## src/sv/mko_pkg.sv

```systemverilog
// ---------------------------------------------------------------------------
// mko_pkg: shared types, constants and helpers
// Types, constants and small functions for the mecanum kinematics and
// odometry block.
// ---------------------------------------------------------------------------
`default_nettype none

package mko_pkg;

    // Formats and widths
    localparam int FRAC_BITS_DEF = 16;
    localparam int CFG_W         = 20;
    localparam int DATA_W        = 32;
    localparam int TIME_W        = 48;
    localparam int DT_W          = 31;
    localparam int WIDE_W        = 64;
    localparam int PROD_W        = 128;
    localparam int DEN_W         = 24;
    localparam int ANG_W         = 34;
    localparam int CORDIC_N      = 24;
    localparam int CIDX_W        = 5;

    localparam logic [CFG_W-1:0]  RADIUS_RST    = 20'd4981;
    localparam logic [CFG_W-1:0]  BASE_RST      = 20'd26214;
    localparam logic [CFG_W-1:0]  TRACK_RST     = 20'd26214;
    localparam logic [WIDE_W-1:0] RAD_US_TO_BAM = 64'd2935890503282;
    localparam logic [ANG_W-1:0]  CORDIC_GAIN   = 34'd652032874;
    localparam logic [TIME_W-1:0] DT_MAX        = 48'h0000_7FFF_FFFF;

    // Divide by one million as multiply by ceil(2^83 / 1e6) and shift by 83;
    // exact for dividends below 2^63
    localparam logic [WIDE_W-1:0] RECIP_US = 64'd9671406556917033398;
    localparam int                RECIP_SH = 83;

    // Configuration register indexes
    typedef enum logic [1:0] {
        REG_RADIUS = 2'd0,
        REG_BASE   = 2'd1,
        REG_TRACK  = 2'd2
    } reg_idx_t;

    // Microsequence steps
    typedef enum logic [4:0] {
        ST_S, ST_W0, ST_W1, ST_W2, ST_W3,
        ST_VX, ST_VY, ST_OMM, ST_OMD, ST_COR,
        ST_XA, ST_XB, ST_YA, ST_YB,
        ST_PXM, ST_PXD, ST_PYM, ST_PYD,
        ST_HM, ST_HC
    } step_t;

    typedef enum logic [1:0] {
        U_MUL,
        U_DIV,
        U_COR
    } unit_t;

    typedef enum logic [1:0] {
        C_IDLE,
        C_ISSUE,
        C_WAIT,
        C_OUT
    } ctrl_state_t;

    typedef struct packed {
        logic  load_in;
        logic  start;
        logic  wb;
        logic  load_out;
        step_t step;
    } dp_cmd_t;

    typedef struct packed {
        logic done;
        logic mul_busy;
        logic div_busy;
    } dp_stat_t;

    // Arctangent table, binary angle units
    function automatic logic [31:0] atan_bam(input logic [CIDX_W-1:0] i);
        case (i)
            5'd0:    return 32'd536870912;
            5'd1:    return 32'd316933406;
            5'd2:    return 32'd167458907;
            5'd3:    return 32'd85004756;
            5'd4:    return 32'd42667331;
            5'd5:    return 32'd21354465;
            5'd6:    return 32'd10679838;
            5'd7:    return 32'd5340245;
            5'd8:    return 32'd2670163;
            5'd9:    return 32'd1335087;
            5'd10:   return 32'd667544;
            5'd11:   return 32'd333772;
            5'd12:   return 32'd166886;
            5'd13:   return 32'd83443;
            5'd14:   return 32'd41722;
            5'd15:   return 32'd20861;
            5'd16:   return 32'd10430;
            5'd17:   return 32'd5215;
            5'd18:   return 32'd2608;
            5'd19:   return 32'd1304;
            5'd20:   return 32'd652;
            5'd21:   return 32'd326;
            5'd22:   return 32'd163;
            5'd23:   return 32'd81;
            default: return 32'd0;
        endcase
    endfunction

    // Which shared unit a step runs on
    function automatic unit_t step_unit(input step_t s);
        case (s)
            ST_W0, ST_W1, ST_W2, ST_W3,
            ST_OMD:                 return U_DIV;
            ST_COR:                 return U_COR;
            default:                return U_MUL;
        endcase
    endfunction

    function automatic logic step_last(input step_t s);
        return (s == ST_W3) || (s == ST_HC);
    endfunction

    function automatic step_t step_succ(input step_t s);
        case (s)
            ST_S:    return ST_W0;
            ST_W0:   return ST_W1;
            ST_W1:   return ST_W2;
            ST_W2:   return ST_W3;
            ST_VX:   return ST_VY;
            ST_VY:   return ST_OMM;
            ST_OMM:  return ST_OMD;
            ST_OMD:  return ST_COR;
            ST_COR:  return ST_XA;
            ST_XA:   return ST_XB;
            ST_XB:   return ST_YA;
            ST_YA:   return ST_YB;
            ST_YB:   return ST_PXM;
            ST_PXM:  return ST_PXD;
            ST_PXD:  return ST_PYM;
            ST_PYM:  return ST_PYD;
            ST_PYD:  return ST_HM;
            ST_HM:   return ST_HC;
            default: return ST_S;
        endcase
    endfunction

    function automatic logic signed [31:0] sat32(input logic signed [63:0] v);
        if (v > $signed(64'h0000_0000_7FFF_FFFF))
            return 32'sh7FFF_FFFF;
        else if (v < $signed(64'hFFFF_FFFF_8000_0000))
            return 32'sh8000_0000;
        else
            return v[31:0];
    endfunction

    function automatic logic [63:0] mag64(input logic signed [63:0] v);
        return v[63] ? $unsigned(-v) : $unsigned(v);
    endfunction

endpackage

`default_nettype wire

```

## src/sv/mko_ctrl.sv

```systemverilog
// ---------------------------------------------------------------------------
// mko_ctrl: step sequencer
// Accepts a request, walks its list of steps on the shared units and
// hands the result to the output register.
// ---------------------------------------------------------------------------
`default_nettype none

module mko_ctrl
    import mko_pkg::*;
(
    input  wire logic     clk,
    input  wire logic     rst_n,
    input  wire logic     in_valid,
    output logic          in_stall,
    input  wire logic     kind,
    output logic          out_valid,
    input  wire logic     out_stall,
    output dp_cmd_t       cmd,
    input  wire dp_stat_t stat
);

    ctrl_state_t state_reg, state_next;
    step_t       step_reg, step_next;
    logic        out_valid_reg, out_valid_next;

    // Next state and commands
    always_comb
    begin
        state_next   = state_reg;
        step_next    = step_reg;
        cmd.load_in  = 1'b0;
        cmd.start    = 1'b0;
        cmd.wb       = 1'b0;
        cmd.load_out = 1'b0;
        cmd.step     = step_reg;
        case (state_reg)
            C_IDLE:
            begin
                if (in_valid)
                begin
                    cmd.load_in = 1'b1;
                    step_next   = kind ? ST_VX : ST_S;
                    state_next  = C_ISSUE;
                end
            end
            C_ISSUE:
            begin
                cmd.start  = 1'b1;
                state_next = C_WAIT;
            end
            C_WAIT:
            begin
                if (stat.done)
                begin
                    cmd.wb = 1'b1;
                    if (step_last(step_reg))
                        state_next = C_OUT;
                    else
                    begin
                        step_next  = step_succ(step_reg);
                        state_next = C_ISSUE;
                    end
                end
            end
            C_OUT:
            begin
                if (!out_valid_reg || !out_stall)
                begin
                    cmd.load_out = 1'b1;
                    state_next   = C_IDLE;
                end
            end
            default:
            begin
                state_next = C_IDLE;
            end
        endcase

        // Output slot
        if (cmd.load_out)
            out_valid_next = 1'b1;
        else if (!out_stall)
            out_valid_next = 1'b0;
        else
            out_valid_next = out_valid_reg;
    end

    always_ff @(posedge clk or negedge rst_n)
    begin
        if (!rst_n)
        begin
            state_reg     <= C_IDLE;
            step_reg      <= ST_S;
            out_valid_reg <= 1'b0;
        end
        else
        begin
            state_reg     <= state_next;
            step_reg      <= step_next;
            out_valid_reg <= out_valid_next;
        end
    end

    assign in_stall  = (state_reg != C_IDLE);
    assign out_valid = out_valid_reg;

endmodule

`default_nettype wire

```

## config.mk

```make
export PLATFORM = sky130hd
export DESIGN_NAME = mko_ctrl
export DESIGN_NICKNAME = d
export VERILOG_FILES = /design/src/sv/mko_pkg.sv /design/src/sv/mko_ctrl.sv
export SDC_FILE = /design/constraint.sdc
export NUM_CORES = 1
export LEC_CHECK = 0
export ABC_CLOCK_PERIOD_IN_PS = 2150
export BUFFER_PORTS_ARGS = -buffer_cell sky130_fd_sc_hd__buf_2
export CAP_MARGIN = 10
export CORE_ASPECT_RATIO = 1.2
export CORE_UTILIZATION = 30
export CTS_CLUSTER_SIZE = 8
export DETAILED_ROUTE_END_ITERATION = 8
export PLACE_DENSITY_LB_ADDON = 0.12
export SLEW_MARGIN = 20
export SYNTH_ARGS = -nofsm -noshare
export SYNTH_HDL_FRONTEND = slang
export SYNTH_SLANG_ARGS = --single-unit
export TNS_END_PERCENT = 1
```

## constraint.sdc

```tcl
create_clock -name clk -period 2.15 [get_ports clk]
set_clock_uncertainty 0.15 [all_clocks]
set_input_delay 0.5375 -clock clk [delete_from_list [all_inputs] [get_ports clk]]
set_output_delay 0.5375 -clock clk [all_outputs]
set_load 0.05 [all_outputs]
```

==> metrics.cfg <==
[worst_setup_path]
cp_data_required_time_ps = 1460
crit_path_end_kind = primary output
worst-path-stages = 3
worstPathArrival_ps = 1370
critPathBufInv = 1
cpMaxStageDelayCell = dfrtp_1
worstPathMaxFanout = 8
path_cells = or2_2, nor2_2, buf_2
worst_r2r_path_depth = 5
cp-start-kind = register
max_stage_delay_ps = 450
crit_family = flip-flops
path_class = reg2out

[clock_tree]
cts_root_buf = clkbuf_4
path_clk_slew_ps = 50
postCtsSetupBuffers = 0
clk_path_buf_depth = 2
cts_tree = yes
cts_made_buffers = 3
h-tree-depth = 1
cts.sink_count = 8
clock_latency_ps = 250

[power]
ir_drop_mv = 0.7266
power.switching_uw = 619.3
p_clk_frac = 0.105
intPower_uw = 499.0
pwr-share-seq = 0.261
power_density_mw_per_mm2 = 1622
p_leak_uw = 0.0003430
sw_frac_of_total = 0.5538
combPwrFrac = 0.634

[floorplan]
initial_core_util = 0.3353
ios = 19
die_x_um = 41.81
dieArea_mm2 = 0.002081
dieHeight_um = 49.77
coreArea_mm2 = 0.001702
rows = 16

[final_layout]
antennaDiodeCount = 0
drive_gt1_frac = 0.3333
nets = 95
n_fill_cell = 172
syn2layout_area_growth_pct = 20.83
largest_reg_flops = 5

[logic_synthesis]
ys_types = 28
yosys_warnings = 0
synthAdderAreaFrac = 0.08772
netlist.area_leader.share = 0.3509
synth_top_family_by_area = simple AND/OR/NAND/NOR gates
synth-simple-area-share = 0.2478
synth_xor_area_frac = 0
yosys-top-cells-area = dfrtp_1 35%, ha_1 8.8%, mux2i_1 7.0%
synth_fp_nets = 76
synthArstFlopShare = 1.000
synth_area_um2 = 570.5
syn_area_per_cell_um2 = 8.915
synthTopCellsByCount = 8 x dfrtp_1, 8 x nand2_1
ys.flop_type = dfrtp_1
synth.mux.area_fraction = 0.07018
synth-edff-count = 0
synth_compound_area_frac = 0.1645
yosys.area.top_type = dfrtp_1
ys_seq_area_frac = 0.3509
syn_inst = 64
ys_ff_latch = 8

[global_routing]
grt_max_degree = 12
grt.total_usage = 0.1368
antenna_found_initial = 0
grt_pass1_vias = 487
grt_remaining_overflow = 0
grt_pass1_wl_mm = 2.187

[flow_run]
maxCapViolations = 0

[drt]
detail_route.wl_per_cell_um = 12.69
final_antenna_net_count = 0
vias = 494
drt_iter0_drc = 2
drcViolationCount = 0
drt_wl_total_mm = 1.256
viasPerCell = 4.990
firstDrtPassIters = 2

[placement]
preCtsSetupSlack_ps = 310.4
hpwl_um = 935.5
place_congestion = 0.7202
numPortBuffers = 16

[timing]
rsz0062_at_grt = no
slew_violations = 0
setup_viol = 0
finalCritPeriodShare = 0.9549
setup_slack_ps = 96.87
finalHoldViolations = 0
final.min_clock_period_ps = 2053
worst_slew_pin_slew_ps = 516.5
slew_headroom = 0.6549
fmax_mhz = 487.1
fin_tns_setup_ps = 0

[hold_path]
hold_path.class = reg2reg
whs_path_depth = 2

[run_status]
outcome = completed

worst paths after layout:
kind / start / endpoint / slack, ps
worst max-delay path: state_reg[0] / cmd[8] / 100
worst min-delay path: out_valid / out_valid / 370
worst max register to register: step_reg[0] / step_reg[3] / 290
worst min register to register: out_valid / out_valid / 370
max in group asynchronous: rst_n / state_reg[1] / 1150
min in group asynchronous: rst_n / step_reg[2] / 500
repair_timing:
| item | 4_1_cts | 5_1_grt |
|---|---|---|
| setup endpoints to repair | 0 | 1 |
| endpoints found under the hold margin | 8 | 0 |
| hold buffers | 1 | 0 |
| gates resized for setup | 0 | 2 |
layout by cell type, fill, tap and decap left out:
cell,count
a31oi_1,2
buf_2,15
mux2i_1,4
o22ai_1,1
and2_1,2
o21ai_0,2
nor2_1,3
clkbuf_4,4
nand2_1,8
a41oi_1,1
dlygate4sd3_1,1
dfrtp_1,7
nor4b_1,1
or4_1,1
ha_1,4
a211oi_1,1
a211o_1,1
nor2b_1,3
nand3_1,1
a21oi_1,4
inv_2,1
nor3b_1,1
nand3b_1,2
o21ba_2,1
buf_4,1
and2_4,1
inv_1,3
nor2_2,1
dfrtp_2,1
or2_2,2
a32o_1,1
power by group through the flow:
| stage | clock [µW] | sequential, µW | combinational (µW) |
|---|---|---|---|
| CTS | 122 | 289 | 706 |
| detailed placement | 0 | 292 | 702 |
| finish | 118 | 292 | 709 |
| global route | 133 | 307 | 764 |
| global placement | 0 | 294 | 707 |
| floorplan | 0 | 388 | 483 |
worst reg2reg max path, cell delays in order, from the launching register on:
cell,delay (ps)
dfrtp_1,430
ha_1,250
nand3b_1,100
a211o_1,340
and2_4,200
a32o_1,260
stage by stage:
step	instances	cell area [µm²]	power (µW)	hold slack, ps	util
after floorplan	64	573.1	871.1	91.91	-
final	99	689.4	1118	369.8	0.4051
after global routing	99	689.4	1204	398.0	0.4051
after CTS	99	685.7	1117	370.2	0.4029
after global placement	95	653.1	1001	242.4	0.3838
after detailed placement	95	653.1	994.3	241.1	0.3838
cell type report:
class                   instances  area (µm²)  share of cell area
clock buffers                   3       22.52             0.03267
inverters                       4       15.01             0.02178
multi-input cells              48       327.8              0.4755
flip-flops and latches          8       201.4              0.2922
well taps                      18       22.52             0.03267
repair buffers                 18       100.1              0.1452
cells by family after synthesis:
logic type / after synthesis
DFF: 8
muxes: 4
and+or+nand+nor: 26
buffers and inverters: 8
adders and majority gates: 4
AOI/OAI and AO/OA: 14
layer usage:
metal / part of all wire / global-route usage / wire length (µm) / vias up
met5: 0 / 0 / 0 / -
met2: 0.43 / 0.2031 / 546 / 8
li1: - / - / - / 258
met4: 0.0064 / 0.04839 / 8 / 0
met1: 0.53 / 0.1918 / 661 / 226
met3: 0.032 / 0.03297 / 40 / 2
(Power assumes the default switching activity.)
